[src/rtl/swbt_pkg.sv]
// package for the single-wire bus transceiver
// holds op codes, register indexes, result types and the syndrome table
package swbt_pkg;
    localparam logic [2:0] OP_TICK = 3'd0;
    localparam logic [2:0] OP_LOAD = 3'd1;
    localparam logic [2:0] OP_ABORT = 3'd2;
    localparam logic [2:0] OP_CLR_RX = 3'd3;
    localparam logic [2:0] OP_CLR_TX = 3'd4;
    localparam logic [2:0] OP_FORCE = 3'd5;
    localparam logic [2:0] OP_RELEASE = 3'd6;

    localparam logic [1:0] REG_PRIO = 2'd0;
    localparam logic [1:0] REG_BIT = 2'd1;
    localparam logic [1:0] REG_SLOW = 2'd2;
    localparam logic [1:0] REG_MS = 2'd3;

    typedef struct packed {
        logic [2:0] op;
        logic       line_in;
        logic [7:0] data_high;
        logic [7:0] data_low;
        logic [2:0] layer;
        logic [2:0] length_code;
    } t_in_item;

    typedef struct packed {
        logic       line_drive;
        logic [7:0] tx_pending;
        logic [7:0] rx_flags;
        logic [7:0] rx_high;
        logic [7:0] rx_low;
        logic [3:0] rx_layer;
        logic       bus_error;
        logic [7:0] idle_ticks;
        logic [7:0] low_ticks;
    } t_out_item;

    typedef struct packed {
        logic [7:0] prio;
        logic [6:0] bit_p;
        logic [6:0] slow_p;
        logic [5:0] ms;
    } t_cfg;

    function automatic logic [7:0] syn_tab(input logic [4:0] idx);
        logic [7:0] v;
        begin
            case (idx)
                5'd1: v = 8'h80;
                5'd2: v = 8'h8F;
                5'd3: v = 8'h8E;
                5'd4: v = 8'h8D;
                5'd5: v = 8'h8B;
                5'd6: v = 8'h87;
                5'd7: v = 8'h8C;
                5'd8: v = 8'h8A;
                5'd9: v = 8'h89;
                5'd10: v = 8'h86;
                5'd11: v = 8'h85;
                5'd12: v = 8'h83;
                5'd13: v = 8'h88;
                5'd14: v = 8'h84;
                5'd15: v = 8'h82;
                5'd16: v = 8'h81;
                default: v = 8'h00;
            endcase
            return v;
        end
    endfunction
endpackage

[src/rtl/swbt_if.sv]
// valid/ready channel carrying one item
// depends on nothing; payload type is a parameter of the interface
interface swbt_if #(parameter type T = logic) ();
    logic valid;
    logic ready;
    T     data;
    modport source (output valid, output data, input ready);
    modport sink (input valid, input data, output ready);
endinterface

[src/rtl/swbt_core.sv]
// transceiver state and next-state logic for one item per cycle while i_en is high
// depends on swbt_pkg
module swbt_core import swbt_pkg::*; (
    input  logic      i_clk,
    input  logic      i_rst_n,
    input  logic      i_en,
    input  t_in_item  i_item,
    input  t_cfg      i_cfg,
    output t_out_item o_res
);
    logic [7:0] r_win, r_hc, r_lc, r_slot, r_txbc, r_retry, r_boff, r_pend, r_rxf;
    logic [7:0] r_rxbc, r_syn;
    logic       r_coll, r_err, r_drv;
    logic [15:0] r_txw, r_txs, r_rxs;
    logic [19:0] r_res;

    logic [7:0] n_win, n_hc, n_lc, n_slot, n_txbc, n_retry, n_boff, n_pend, n_rxf;
    logic [7:0] n_rxbc, n_syn;
    logic       n_coll, n_err, n_drv;
    logic [15:0] n_txw, n_txs, n_rxs;
    logic [19:0] n_res;

    logic [6:0]  unit;
    logic [7:0]  u1, u2, u3;
    logic [8:0]  ms4, ms5, ms6;
    logic [7:0]  hi, lo;
    logic [3:0]  lay;
    logic        lev, prv, tx_done;
    logic [7:0]  acc;
    logic [15:0] w;

    always_comb begin
        n_win = r_win; n_hc = r_hc; n_lc = r_lc; n_slot = r_slot; n_txbc = r_txbc;
        n_retry = r_retry; n_boff = r_boff; n_pend = r_pend; n_rxf = r_rxf;
        n_rxbc = r_rxbc; n_syn = r_syn; n_coll = r_coll; n_err = r_err; n_drv = r_drv;
        n_txw = r_txw; n_txs = r_txs; n_rxs = r_rxs; n_res = r_res;
        unit = 7'd0; u1 = 8'd0; u2 = 8'd0; u3 = 8'd0;
        ms4 = {1'b0, i_cfg.ms, 2'b00};
        ms5 = ms4 + 9'(i_cfg.ms);
        ms6 = ms4 + {2'b0, i_cfg.ms, 1'b0};
        hi = 8'd0; lo = 8'd0; lay = 4'd0; lev = 1'b0; prv = 1'b0;
        tx_done = 1'b0; acc = 8'd0; w = 16'd0;
        case (i_item.op)
            OP_TICK: begin
                n_slot = r_slot + 8'd1;
                n_win = {i_item.line_in, r_win[7:1]};
                if (n_win[7:5] == 3'b101) n_win[6] = 1'b1;
                else if (n_win[7:5] == 3'b010) n_win[6] = 1'b0;
                if (n_win[6]) begin
                    if (n_hc != 8'hFF) n_hc = n_hc + 8'd1;
                    n_err = 1'b0;
                end else begin
                    n_lc = n_lc + 8'd1;
                end
                // transmit
                if (!n_pend[7] && (n_hc < i_cfg.prio || n_pend == 8'd0)) begin
                    tx_done = 1'b1;
                end else begin
                    if (!n_pend[7] && n_win[7]) begin
                        unit = (n_pend[1:0] != 2'b00) ? i_cfg.slow_p : i_cfg.bit_p;
                        n_drv = 1'b1;
                        if (n_pend[4]) n_txbc = 8'd15;
                        else if (n_pend[3]) n_txbc = 8'd16;
                        else if (n_pend[2]) n_txbc = 8'd17;
                        else if (n_pend[1]) n_txbc = 8'd20;
                        else if (n_pend[0]) n_txbc = 8'd23;
                        else if (n_pend[5]) n_txbc = 8'd28;
                        n_pend[7] = 1'b1;
                        n_txs = n_txw;
                        n_slot = {unit, 1'b0};
                    end
                    if (n_boff[6]) begin
                        if (!n_win[7] && !n_drv) begin
                            if (!n_coll) n_coll = 1'b1;
                            else tx_done = 1'b1;
                        end else begin
                            n_coll = 1'b0;
                        end
                    end else begin
                        tx_done = 1'b1;
                    end
                    if (tx_done) begin
                        n_retry = n_retry + 8'd1;
                        if (n_retry[4]) n_pend = 8'd0;
                        n_pend[7] = 1'b0;
                    end else if (n_txbc[5]) begin
                        if ({1'b0, n_slot} >= ms6) begin
                            n_pend = 8'd0;
                            tx_done = 1'b1;
                        end
                    end else begin
                        unit = (n_pend[1:0] != 2'b00) ? i_cfg.slow_p : i_cfg.bit_p;
                        u1 = {1'b0, unit};
                        u2 = {unit, 1'b0};
                        u3 = u1 + u2;
                        if (n_slot == u1) begin
                            if (!n_txs[15]) n_drv = 1'b1;
                            n_txs = {n_txs[14:0], 1'b0};
                        end
                        if (n_slot == u2) n_drv = 1'b1;
                        if (n_slot == u3) begin
                            n_drv = 1'b0;
                            n_txbc = n_txbc + 8'd1;
                            n_slot = 8'd0;
                        end
                    end
                end
                if (tx_done) begin
                    if (n_boff[6]) begin
                        if (!n_pend[7]) n_drv = 1'b0;
                    end else begin
                        n_drv = 1'b1;
                        n_boff = n_boff + 8'd1;
                        if (n_boff[6]) n_drv = 1'b0;
                    end
                end
                // receive
                lev = n_win[6];
                prv = n_win[5];
                if (!n_rxf[7]) begin
                    if (!lev) begin
                        if ({1'b0, n_hc} >= ms6) begin
                            n_rxf[7] = 1'b1;
                            n_syn = 8'd0; n_rxbc = 8'd0; n_lc = 8'd0; n_rxs = 16'd0;
                        end
                        n_hc = 8'd0;
                    end
                end else if ({1'b0, n_lc} >= ms4) begin
                    n_hc = 8'd0;
                    n_rxf[7] = 1'b0;
                    n_err = 1'b1;
                end else if ({1'b0, n_hc} < ms4) begin
                    if (lev && !prv) begin
                        n_rxs = {n_rxs[14:0], 1'b0};
                        if (n_hc > n_lc) begin
                            n_rxs[0] = 1'b1;
                            if (n_rxbc < 8'd18) n_syn = n_syn ^ syn_tab(n_rxbc[4:0]);
                        end
                        n_rxbc = n_rxbc + 8'd1;
                        n_hc = 8'd0;
                        n_lc = 8'd0;
                        if ((n_rxbc == 8'd17 && n_syn != 8'd0) || n_rxbc > 8'd17) begin
                            n_boff = 8'd0;
                            n_rxf[7] = 1'b0;
                        end
                    end
                end else if (n_pend[7]) begin
                    n_rxf[7] = 1'b0;
                end else if (n_rxbc == 8'd16) begin
                    if (n_syn[7]) begin
                        n_boff = 8'd0;
                        n_rxf[7] = 1'b0;
                    end else if ({1'b0, n_hc} >= ms5) begin
                        n_rxs = {1'b0, n_rxs[13:0], 1'b0};
                        n_rxf[3] = 1'b1;
                        n_res = {n_rxs[15:8], n_rxs[7:4], 4'd0, 1'b0, n_rxs[3:1]};
                        n_rxf[7] = 1'b0;
                    end
                end else begin
                    lay = n_res[3:0];
                    hi = n_rxs[15:8];
                    lo = n_rxs[7:0];
                    case (n_rxbc)
                        8'd4: begin
                            n_rxf[5] = 1'b1; lay = 4'd0; hi = 8'd0; lo[7:4] = 4'd0;
                        end
                        8'd9: begin
                            n_rxf[0] = 1'b1; lay = 4'd0; hi = 8'd0;
                        end
                        8'd12: begin
                            n_rxf[1] = 1'b1; lay = hi[3:0]; hi = 8'd0;
                        end
                        8'd15: begin
                            n_rxf[2] = 1'b1; lay = 4'd0;
                        end
                        8'd17: begin
                            n_rxf[4] = 1'b1; hi[7] = 1'b0; lo[3:0] = 4'd0; lay = 4'd0;
                        end
                        default: ;
                    endcase
                    n_rxs = {hi, lo};
                    n_res = {hi, lo, lay};
                    n_rxf[7] = 1'b0;
                end
            end
            OP_LOAD: begin
                w = {i_item.data_high, i_item.data_low};
                n_retry = 8'd0;
                if (i_item.length_code == 3'd4 || i_item.length_code == 3'd3) begin
                    if (i_item.length_code == 3'd4) w[3:0] = 4'd0;
                    else w[3:0] = {i_item.layer, 1'b0};
                    for (int p = 4; p <= 14; p++)
                        if (w[p]) acc = acc ^ syn_tab(5'(16 - p));
                    if (i_item.length_code == 3'd4) w[3:0] = acc[3:0];
                    acc[6:0] = 7'd0;
                    if (^w[3:0]) acc[7] = ~acc[7];
                    w[15] = w[15] | acc[7];
                end else if (i_item.length_code == 3'd1) begin
                    w = {i_item.layer, w[15:3]};
                end else if (i_item.length_code == 3'd2) begin
                    w = {w[13:0], 2'b00};
                end
                n_txw = w;
                if (i_item.length_code <= 3'd5) n_pend[i_item.length_code] = 1'b1;
            end
            OP_ABORT: n_pend = 8'd0;
            OP_CLR_RX: n_rxf[i_item.length_code] = 1'b0;
            OP_CLR_TX: n_pend[i_item.length_code] = 1'b0;
            OP_FORCE: n_drv = 1'b1;
            OP_RELEASE: begin
                n_drv = 1'b0; n_hc = 8'd0; n_lc = 8'd0;
            end
            default: ;
        endcase
    end

    always_ff @(posedge i_clk) begin
        if (!i_rst_n) begin
            r_win <= '0; r_hc <= '0; r_lc <= '0; r_slot <= '0; r_txbc <= '0;
            r_retry <= '0; r_boff <= '0; r_pend <= '0; r_rxf <= '0; r_rxbc <= '0;
            r_syn <= '0; r_coll <= 1'b0; r_err <= 1'b0; r_drv <= 1'b0;
            r_txw <= '0; r_txs <= '0; r_rxs <= '0; r_res <= '0;
        end else if (i_en) begin
            r_win <= n_win; r_hc <= n_hc; r_lc <= n_lc; r_slot <= n_slot;
            r_txbc <= n_txbc; r_retry <= n_retry; r_boff <= n_boff; r_pend <= n_pend;
            r_rxf <= n_rxf; r_rxbc <= n_rxbc; r_syn <= n_syn; r_coll <= n_coll;
            r_err <= n_err; r_drv <= n_drv; r_txw <= n_txw; r_txs <= n_txs;
            r_rxs <= n_rxs; r_res <= n_res;
        end
    end

    always_comb begin
        o_res.line_drive = n_drv;
        o_res.tx_pending = n_pend;
        o_res.rx_flags = n_rxf;
        o_res.rx_high = n_res[19:12];
        o_res.rx_low = n_res[11:4];
        o_res.rx_layer = n_res[3:0];
        o_res.bus_error = n_err;
        o_res.idle_ticks = n_hc;
        o_res.low_ticks = n_lc;
    end
endmodule

[src/rtl/swbt_cfg.sv]
// configuration registers of the transceiver
// depends on swbt_pkg
module swbt_cfg import swbt_pkg::*; (
    input  logic       i_clk,
    input  logic       i_rst_n,
    input  logic       i_we,
    input  logic [1:0] i_idx,
    input  logic [7:0] i_data,
    output t_cfg       o_cfg
);
    t_cfg r_cfg;
    always_ff @(posedge i_clk) begin
        if (!i_rst_n) begin
            r_cfg <= '{prio: 8'd40, bit_p: 7'd10, slow_p: 7'd20, ms: 6'd10};
        end else if (i_we) begin
            unique case (i_idx)
                REG_PRIO: r_cfg.prio <= i_data;
                REG_BIT: r_cfg.bit_p <= i_data[6:0];
                REG_SLOW: r_cfg.slow_p <= i_data[6:0];
                REG_MS: r_cfg.ms <= i_data[5:0];
                default: ;
            endcase
        end
    end
    assign o_cfg = r_cfg;
endmodule

[src/rtl/single_wire_bus_transceiver.sv]
// One item is taken per clock and its result leaves in the following cycle through an
// output register; a new item is accepted whenever the output register is empty or
// being read, so the sustained rate is one item per cycle while out_ch is read.
// The index port is 2 bits wide. Depends on swbt_pkg, swbt_if, swbt_cfg, swbt_core.
module single_wire_bus_transceiver import swbt_pkg::*; (
    input  logic      i_clk,
    input  logic      i_rst_n,
    input  logic      i_cfg_we,
    input  logic [1:0] i_cfg_idx,
    input  logic [7:0] i_cfg_data,
    swbt_if.sink      in_ch,
    swbt_if.source    out_ch
);
    t_cfg      cfg;
    t_out_item res;
    logic      accept;
    logic      r_vld;
    t_out_item r_out;

    swbt_cfg u_cfg (
        .i_clk(i_clk), .i_rst_n(i_rst_n), .i_we(i_cfg_we), .i_idx(i_cfg_idx),
        .i_data(i_cfg_data), .o_cfg(cfg)
    );

    assign in_ch.ready = !r_vld || out_ch.ready;
    assign accept = in_ch.valid && in_ch.ready;

    swbt_core u_core (
        .i_clk(i_clk), .i_rst_n(i_rst_n), .i_en(accept), .i_item(in_ch.data),
        .i_cfg(cfg), .o_res(res)
    );

    always_ff @(posedge i_clk) begin
        if (!i_rst_n) begin
            r_vld <= 1'b0;
        end else if (in_ch.ready) begin
            r_vld <= in_ch.valid;
        end
    end

    always_ff @(posedge i_clk) begin
        if (accept) begin
            r_out <= res;
        end
    end

    assign out_ch.valid = r_vld;
    assign out_ch.data = r_out;

`ifndef SYNTHESIS
    a_hold: assert property (@(posedge i_clk) disable iff (!i_rst_n)
        out_ch.valid && !out_ch.ready |=> out_ch.valid && $stable(out_ch.data))
        else $error("result dropped while stalled");
    a_ready: assert property (@(posedge i_clk) disable iff (!i_rst_n)
        !out_ch.valid |-> in_ch.ready)
        else $error("input blocked with empty output");
    a_fill: assert property (@(posedge i_clk) disable iff (!i_rst_n)
        accept |=> out_ch.valid)
        else $error("accepted item produced no result");
`endif
endmodule
[src/flat_wrapper.sv]
// flat-port wrapper written by rule: the top's interface ports become plain ports
module single_wire_bus_transceiver_flat import swbt_pkg::*;
  (i_clk, i_rst_n, i_cfg_we, i_cfg_idx, i_cfg_data, in_ch_valid, in_ch_data, in_ch_ready, out_ch_valid, out_ch_data, out_ch_ready);
  swbt_if in_ch_i ();
  swbt_if out_ch_i ();
  input  logic i_clk;
  input  logic i_rst_n;
  input  logic i_cfg_we;
  input  logic [1:0] i_cfg_idx;
  input  logic [7:0] i_cfg_data;
  input wire logic [$bits(in_ch_i.valid)-1:0] in_ch_valid;
  input wire logic [$bits(in_ch_i.data)-1:0] in_ch_data;
  output wire logic [$bits(in_ch_i.ready)-1:0] in_ch_ready;
  output wire logic [$bits(out_ch_i.valid)-1:0] out_ch_valid;
  output wire logic [$bits(out_ch_i.data)-1:0] out_ch_data;
  input wire logic [$bits(out_ch_i.ready)-1:0] out_ch_ready;
  assign in_ch_i.valid = in_ch_valid;
  assign in_ch_i.data = in_ch_data;
  assign in_ch_ready = in_ch_i.ready;
  assign out_ch_valid = out_ch_i.valid;
  assign out_ch_data = out_ch_i.data;
  assign out_ch_i.ready = out_ch_ready;
  single_wire_bus_transceiver u_core (.i_clk(i_clk), .i_rst_n(i_rst_n), .i_cfg_we(i_cfg_we), .i_cfg_idx(i_cfg_idx), .i_cfg_data(i_cfg_data), .in_ch(in_ch_i), .out_ch(out_ch_i));
endmodule
[config.mk]
export PLATFORM = sky130hd
export DESIGN_NAME = single_wire_bus_transceiver_flat
export DESIGN_NICKNAME = d
export VERILOG_FILES = /design/src/rtl/swbt_pkg.sv /design/src/rtl/swbt_if.sv /design/src/rtl/swbt_core.sv /design/src/rtl/swbt_cfg.sv /design/src/rtl/single_wire_bus_transceiver.sv /design/src/flat_wrapper.sv
export SDC_FILE = /design/constraint.sdc
export NUM_CORES = 1
export LEC_CHECK = 0
export ABC_CLOCK_PERIOD_IN_PS = 4900
export BUFFER_PORTS_ARGS = -buffer_cell sky130_fd_sc_hd__buf_2
export CAP_MARGIN = 20
export CELL_PAD_IN_SITES_DETAIL_PLACEMENT = 0
export CELL_PAD_IN_SITES_GLOBAL_PLACEMENT = 1
export CORE_UTILIZATION = 35
export CTS_BUF_LIST = sky130_fd_sc_hd__clkbuf_4
export DETAILED_ROUTE_END_ITERATION = 6
export PLACE_DENSITY_LB_ADDON = 0.3
export SYNTH_ARGS = -nofsm -noshare
export SYNTH_HDL_FRONTEND = slang
export SYNTH_SLANG_ARGS = --single-unit
[constraint.sdc]
create_clock -name i_clk -period 4.9 [get_ports i_clk]
set_input_delay 0.735 -clock i_clk [delete_from_list [all_inputs] [get_ports i_clk]]
set_output_delay 0.735 -clock i_clk [all_outputs]
set_load 0.01 [all_outputs]
==> results of run 1 <==
## cells in the mapped netlist (3+ instances only)
| master | count | area share |
|---|---|---|
| nor2_1 | 6 | 0.019 |
| mux2i_1 | 7 | 0.058 |
| and3_1 | 4 | 0.021 |
| nand2b_1 | 4 | 0.021 |
| a21oi_1 | 5 | 0.021 |
| dfxtp_1 | 16 | 0.26 |
| inv_1 | 8 | 0.025 |
| xor2_1 | 5 | 0.036 |
| ha_1 | 15 | 0.15 |
| xnor2_1 | 8 | 0.058 |
| nand3_1 | 4 | 0.017 |
| o21a_1 | 3 | 0.019 |
| nor2b_1 | 4 | 0.021 |
| nand2_1 | 12 | 0.037 |
| o211a_1 | 6 | 0.050 |
## through the flow
stage                     utilization  cell area (um^2)
after global routing            0.410              1370
after CTS                       0.410              1370
after detailed placement        0.401              1340
after global placement          0.401              1340
final                           0.410              1370
after floorplan                     -              1210
## logic make-up (layout without fill, tap and decap cells)
kind of cell | after synthesis | in the layout | share of synthesized area
AND/OR/NAND/NOR | 44 | 44 | 0.197
AO/OA/AOI/OAI | 24 | 24 | 0.157
adder cells (fa/ha/maj) | 16 | 16 | 0.171
multiplexers | 7 | 7 | 0.0578
flip-flops | 17 | 17 | 0.289
buffers and inverters | 11 | 28 | 0.0341
XOR/XNOR | 13 | 13 | 0.0939
## state kept, by name, indices dropped and copies added (netlist names)
name,cells
u_core.u_core.r_lc,8
u_core.out_ch.valid,1
u_core.u_cfg.o_cfg,6
u_core.u_core.r_rxf,1
u_core.out_ch.data,1
## layer usage
metal  share of wire  routed length [um]
met1            0.51                1210
met2            0.46                1080
met3           0.025                  59
met4          0.0085                  20
met5               0                   0
## report_power, final
group / switching (W) / internal [W] / total [W] / leakage, nW
combinational: 0.0000235 / 0.0000189 / 0.0000424 / 0.518
clock: 0.0000486 / 0.0000311 / 0.0000797 / 0.0139
sequential: 0.00000397 / 0.000144 / 0.000148 / 0.139
## cells in the final DEF (no fill, tap or decap), types with 2 or more instances in the layout
cell	n
ha_1	15
nand3_1	4
mux2i_1	7
xor2_1	5
dfxtp_1	16
nand2_1	12
o21a_1	3
clkbuf_4	3
a21oi_1	5
nand2b_1	4
nor2_1	6
buf_2	15
xnor2_1	8
and3_1	4
a31oi_1	2
inv_1	8
o211a_1	6
nand4_1	2
nor2b_1	4
## worst reg2reg max path, delay by kind of cell (launching register included)
family / cells / cell delay (ps)
and+or+nand+nor: 3 / 800
AOI/OAI and AO/OA: 2 / 620
DFF: 1 / 490
adders and majority gates: 1 / 360
buffers and inverters: 1 / 150
## cell type report
type / instances / area share
sequential: 17 / 0.256
timing repair buffer: 15 / 0.0549
tap: 46 / 0.0421
inverter: 9 / 0.0247
multi-input combinational: 104 / 0.600
clock inverter: 1 / 0.00549
clock buffer: 3 / 0.0165
## how the worst max path moves through the flow
stage	from	to	slack, ps	depth (start not counted)
after floorplan	u_core.u_cfg.o_cfg[5]$_SDFFE_PN0P_	u_core.out_ch.data$_DFFE_PP_	2630	7
after global placement	u_core.u_cfg.o_cfg[5]$_SDFFE_PN0P_	u_core.out_ch.data$_DFFE_PP_	2300	7
after detailed placement	u_core.u_cfg.o_cfg[5]$_SDFFE_PN0P_	u_core.out_ch.data$_DFFE_PP_	2260	7
after CTS	u_core.u_cfg.o_cfg[5]$_SDFFE_PN0P_	u_core.out_ch.data$_DFFE_PP_	2260	7
after global routing	u_core.u_cfg.o_cfg[5]$_SDFFE_PN0P_	u_core.out_ch.data$_DFFE_PP_	2140	7
final	u_core.u_cfg.o_cfg[5]$_SDFFE_PN0P_	u_core.out_ch.data$_DFFE_PP_	2260	7
==> results.py, run 1 <==
metrics = {
    "timing": {
        "clock.fmax_mhz": 379,
        "whs_ps": 479,
        "timing.final.ws_setup_ps": 2260,
        "finalClockSkew_ps": 7.80,
        "worstMarginPinSlew_ps": 361,
        "layout_min_cycle_time_ps": 2640,
        "hold_violations": 0,
        "maxSlewViolCount": 0,
        "rsz0062_at_grt": "false",
        "finalCritPeriodShare": 0.539,
        "slew_headroom": 0.758,
        "fin_tns_setup_ps": 0,
        "setup_viol": 0,
    },
    "finish": {
        "nFillCells": 355,
        "final_layout_size_suffix_gt1_frac": 0.148,
        "area.sequential_um2": 350,
        "areaGrowthSynthToFinish_pct": 12.8,
        "multi_input_comb_area_um2": 821,
        "stdcell_count": 195,
        "antenna_cells": 0,
        "finalNetCount": 182,
    },
    "global_route": {
        "met1_usage": 0.189,
        "use_met3": 0.0384,
        "antenna_found_initial": 0,
        "grt_remaining_overflow": 0,
        "grt_pass1_wl_mm": 3.80,
        "grt_usage": 0.142,
        "grt_busiest_layer": "met2",
        "grt_pass1_vias": 851,
        "grt_max_degree": 19,
        "use_met2": 0.223,
    },
    "setup_path": {
        "critPathSlowestCell": "dfxtp_1",
        "cp-end-kind": "flip-flop",
        "cp_max_fo": 9,
        "cp.required_ps": 4970,
        "crit_chain": "inv_1 > ha_1 > and3b_1 > a2111o_1 > a211oi_2 > nand4_2 > and2_2",
        "arrival_ps": 2710,
        "slowest_delay_ps": 490,
        "regToRegSetupSlack_ps": 2260,
        "crit_buf_inv": 1,
        "r2r_end": "u_core.out_ch.data$_DFFE_PP_",
        "ff2ff_path_depth": 7,
        "crit_type": "flip-flop to flip-flop",
        "critPathTopFamily": "simple AND/OR/NAND/NOR gates",
        "reg2reg_from": "u_core.u_cfg.o_cfg[5]$_SDFFE_PN0P_",
        "worst_setup_path_start_kind": "flip-flop",
    },
    "place": {
        "dp.cells": 191,
        "dp_hpwl_mm": 1.87,
        "place_congestion": 0.737,
        "post-place-ws_ps": 2260,
        "portBuffers": 15,
    },
    "status": {
        "status": "finished, final reports clean",
    },
    "detailed_routing": {
        "drc": 0,
        "dr.pass1.iters": 4,
        "wl_per_cell_um": 12.1,
        "vias_per_cell": 4.93,
        "ant_nets": 0,
        "wl_mm": 2.37,
        "vias": 961,
        "dr.first_iter.drc_count": 15,
    },
    "hold_path": {
        "hp-class": "flip-flop to flip-flop",
        "whs_path_depth": 2,
        "whs_endpoint": "u_core.u_core.r_rxf[7]$_SDFFE_PN0P_",
        "hold_start": "u_core.u_core.r_rxf[7]$_SDFFE_PN0P_",
    },
    "clock_network": {
        "clock_latency_ps": 300,
        "postCtsHoldBufs": 0,
        "cts_resized": 0,
        "cts_root_buf": "clkbuf_4",
        "cts.clk_slew.worst_paths_ps": 110,
        "cts_tree": "done",
        "h-tree-depth": 1,
        "cts.sinks": 17,
        "numCtsBuffers": 3,
        "cts_setup_buffers": 0,
        "clock_path_buffers": 2,
    },
    "power": {
        "peakVddDrop_v": 0.0000949,
        "fin_total_pwr_w": 0.000270,
        "leakage_nw": 0.670,
        "p_per_area_nw_per_um2": 197,
    },
    "floorplanning": {
        "coreArea_um2": 3340,
        "ioPinCount": 19,
        "dieArea_um2": 3700,
        "rows": 21,
        "start_util": 0.363,
        "die_width_um": 60.9,
        "die_y_um": 60.9,
    },
    "synthesis": {
        "syn_inst": 132,
        "synthFlopType": "dfxtp_1",
        "synth_warnings": 0,
        "synth.distinct_cells": 37,
        "async_flop_share": 0,
        "synth_edf_count": 1,
        "syn_nets": 164,
        "ys_ff_latch": 17,
        "ys_seq_area_frac": 0.289,
        "syn_area_um2": 1210,
        "synth_area_per_cell_um2": 9.18,
    },
    "run": {
        "maxCapViolations": 0,
    },
}
No activity file was read; power rests on OpenSTA's default activity.
==> run 2: changes to the inputs <==
ABC_CLOCK_PERIOD_IN_PS = 2800   (was 4900)
clock period = 2.8 ns   (was 4.9 ns; I/O delays follow)
==> results.py, run 2 (synthesized netlist as in run 1, its figures left out) <==
metrics = {
    "clock_network": {
        "cts.clk_slew.worst_paths_ps": 120,
        "cts_resized": 0,
        "numCtsBuffers": 3,
        "cts.sinks": 17,
        "h-tree-depth": 1,
        "cts_tree": "done",
        "postCtsHoldBufs": 0,
        "clock_latency_ps": 300,
        "clock_path_buffers": 2,
        "cts_setup_buffers": 0,
        "cts_root_buf": "clkbuf_4",
    },
    "run": {
        "maxCapViolations": 0,
    },
    "floorplanning": {
        "dieArea_um2": 3700,
        "ioPinCount": 19,
        "die_y_um": 60.9,
        "rows": 21,
        "coreArea_um2": 3340,
        "die_width_um": 60.9,
        "start_util": 0.363,
    },
    "detailed_routing": {
        "wl_mm": 2.46,
        "dr.pass1.iters": 3,
        "vias": 983,
        "dr.first_iter.drc_count": 31,
        "wl_per_cell_um": 12.5,
        "drc": 0,
        "ant_nets": 0,
        "vias_per_cell": 4.99,
    },
    "finish": {
        "final_common_cell": "dfxtp_1",
        "antenna_cells": 0,
        "final_layout_size_suffix_gt1_frac": 0.159,
        "finalNetCount": 184,
        "areaGrowthSynthToFinish_pct": 13.8,
        "largest_register": "u_core.u_core.r_lc",
        "stdcell_area_um2": 1380,
        "layout_common_cells": "16 x dfxtp_1, 15 x ha_1, 15 x buf_2",
        "largest_reg_flops": 8,
    },
    "setup_path": {
        "ff2ff_path_depth": 8,
        "cp_max_fo": 6,
        "worst_setup_path_start_kind": "flip-flop",
        "reg2reg_from": "u_core.u_cfg.o_cfg[4]$_SDFFE_PN0P_",
        "cp-end-kind": "flip-flop",
        "crit_type": "flip-flop to flip-flop",
        "regToRegSetupSlack_ps": 340,
        "cp.required_ps": 3000,
        "arrival_ps": 2660,
        "r2r_end": "u_core.u_core.r_lc[7]$_SDFFE_PN0P_",
    },
    "timing": {
        "hold_violations": 0,
        "slew_headroom": 0.752,
        "finalClockSkew_ps": 9.83,
        "fin_tns_setup_ps": 0,
        "whs_ps": 319,
        "maxSlewViolCount": 0,
        "timing.final.ws_setup_ps": 335,
        "layout_min_cycle_time_ps": 2460,
        "worstMarginPinSlew_ps": 370,
        "clock.fmax_mhz": 406,
        "setup_viol": 0,
        "finalCritPeriodShare": 0.880,
        "rsz0062_at_grt": "false",
    },
    "global_route": {
        "grt_remaining_overflow": 0,
        "grt_usage": 0.145,
        "grt_max_degree": 19,
        "grt_pass1_vias": 847,
        "grt_pass1_wl_mm": 3.91,
        "antenna_found_initial": 0,
    },
    "hold_path": {
        "whs_endpoint": "u_core.u_cfg.o_cfg[1]$_SDFFE_PN1P_",
        "hold_start": "i_cfg_data[1]",
        "hp-class": "input pin to flip-flop",
        "whs_path_depth": 3,
    },
    "power": {
        "peakVddDrop_v": 0.000238,
        "p_per_area_nw_per_um2": 345,
        "leakage_nw": 0.684,
    },
    "place": {
        "place_congestion": 0.728,
        "dp_hpwl_mm": 1.91,
        "post-place-ws_ps": 339,
        "portBuffers": 15,
        "dpl-instance-area_um2": 1350,
    },
    "status": {
        "status": "finished, final reports clean",
    },
}
[run 2: worst max-delay path by stage]
stage,start,slack [ps],end,cells past startpoint
floorplan,u_core.u_cfg.o_cfg[5]$_SDFFE_PN0P_,530,u_core.out_ch.data$_DFFE_PP_,7
global placement,u_core.u_cfg.o_cfg[4]$_SDFFE_PN0P_,400,u_core.u_core.r_lc[3]$_SDFFE_PN0P_,8
detailed placement,u_core.u_cfg.o_cfg[4]$_SDFFE_PN0P_,340,u_core.u_core.r_lc[4]$_SDFFE_PN0P_,8
CTS,u_core.u_cfg.o_cfg[4]$_SDFFE_PN0P_,320,u_core.u_core.r_lc[7]$_SDFFE_PN0P_,8
global route,u_core.u_cfg.o_cfg[4]$_SDFFE_PN0P_,180,u_core.u_core.r_lc[7]$_SDFFE_PN0P_,8
finish,u_core.u_cfg.o_cfg[4]$_SDFFE_PN0P_,340,u_core.u_core.r_lc[7]$_SDFFE_PN0P_,8
[run 2: report_power, final]
| part | leakage, nW | internal, W | total, W | switching, W |
|---|---|---|---|---|
| logic | 0.527 | 0.0000337 | 0.0000773 | 0.0000436 |
| clock network | 0.0177 | 0.0000533 | 0.000140 | 0.0000872 |
| registers | 0.139 | 0.000251 | 0.000258 | 0.00000635 |
[run 2: per-stage QoR]
step	cells	util	power (W)
floorplan	132	-	0.000315
global placement	193	0.405	0.000338
detailed placement	193	0.405	0.000341
CTS	197	0.414	0.000483
global route	197	0.414	0.000502
finish	197	0.414	0.000476
[run 2: worst max-delay path, cell delays in order (launching register included)]
cell and delay (ps):
dfxtp_1 440, inv_1 120, ha_1 370, and3b_1 200
a2111o_1 360, a211oi_2 290, nand4_2 180, buf_4 210
o211a_1 200
[run 2: layout make-up]
cell class,count,area (um^2)
clock buffer,3,22.5
inverter,9,33.8
sequential,17,350
tap,46,57.6
timing repair buffer,17,90.1
fill,364,1960
clock inverter,1,5.00
multi-input combinational,104,821
[run 2: layer usage]
metal | GRT usage | up-vias | wire length (um)
met3 | 0.0448 | 2 | 63
li1 | - | 512 | -
met5 | 0 | - | 0
met4 | 0.0422 | 0 | 20
met1 | 0.194 | 459 | 1280
met2 | 0.223 | 10 | 1090
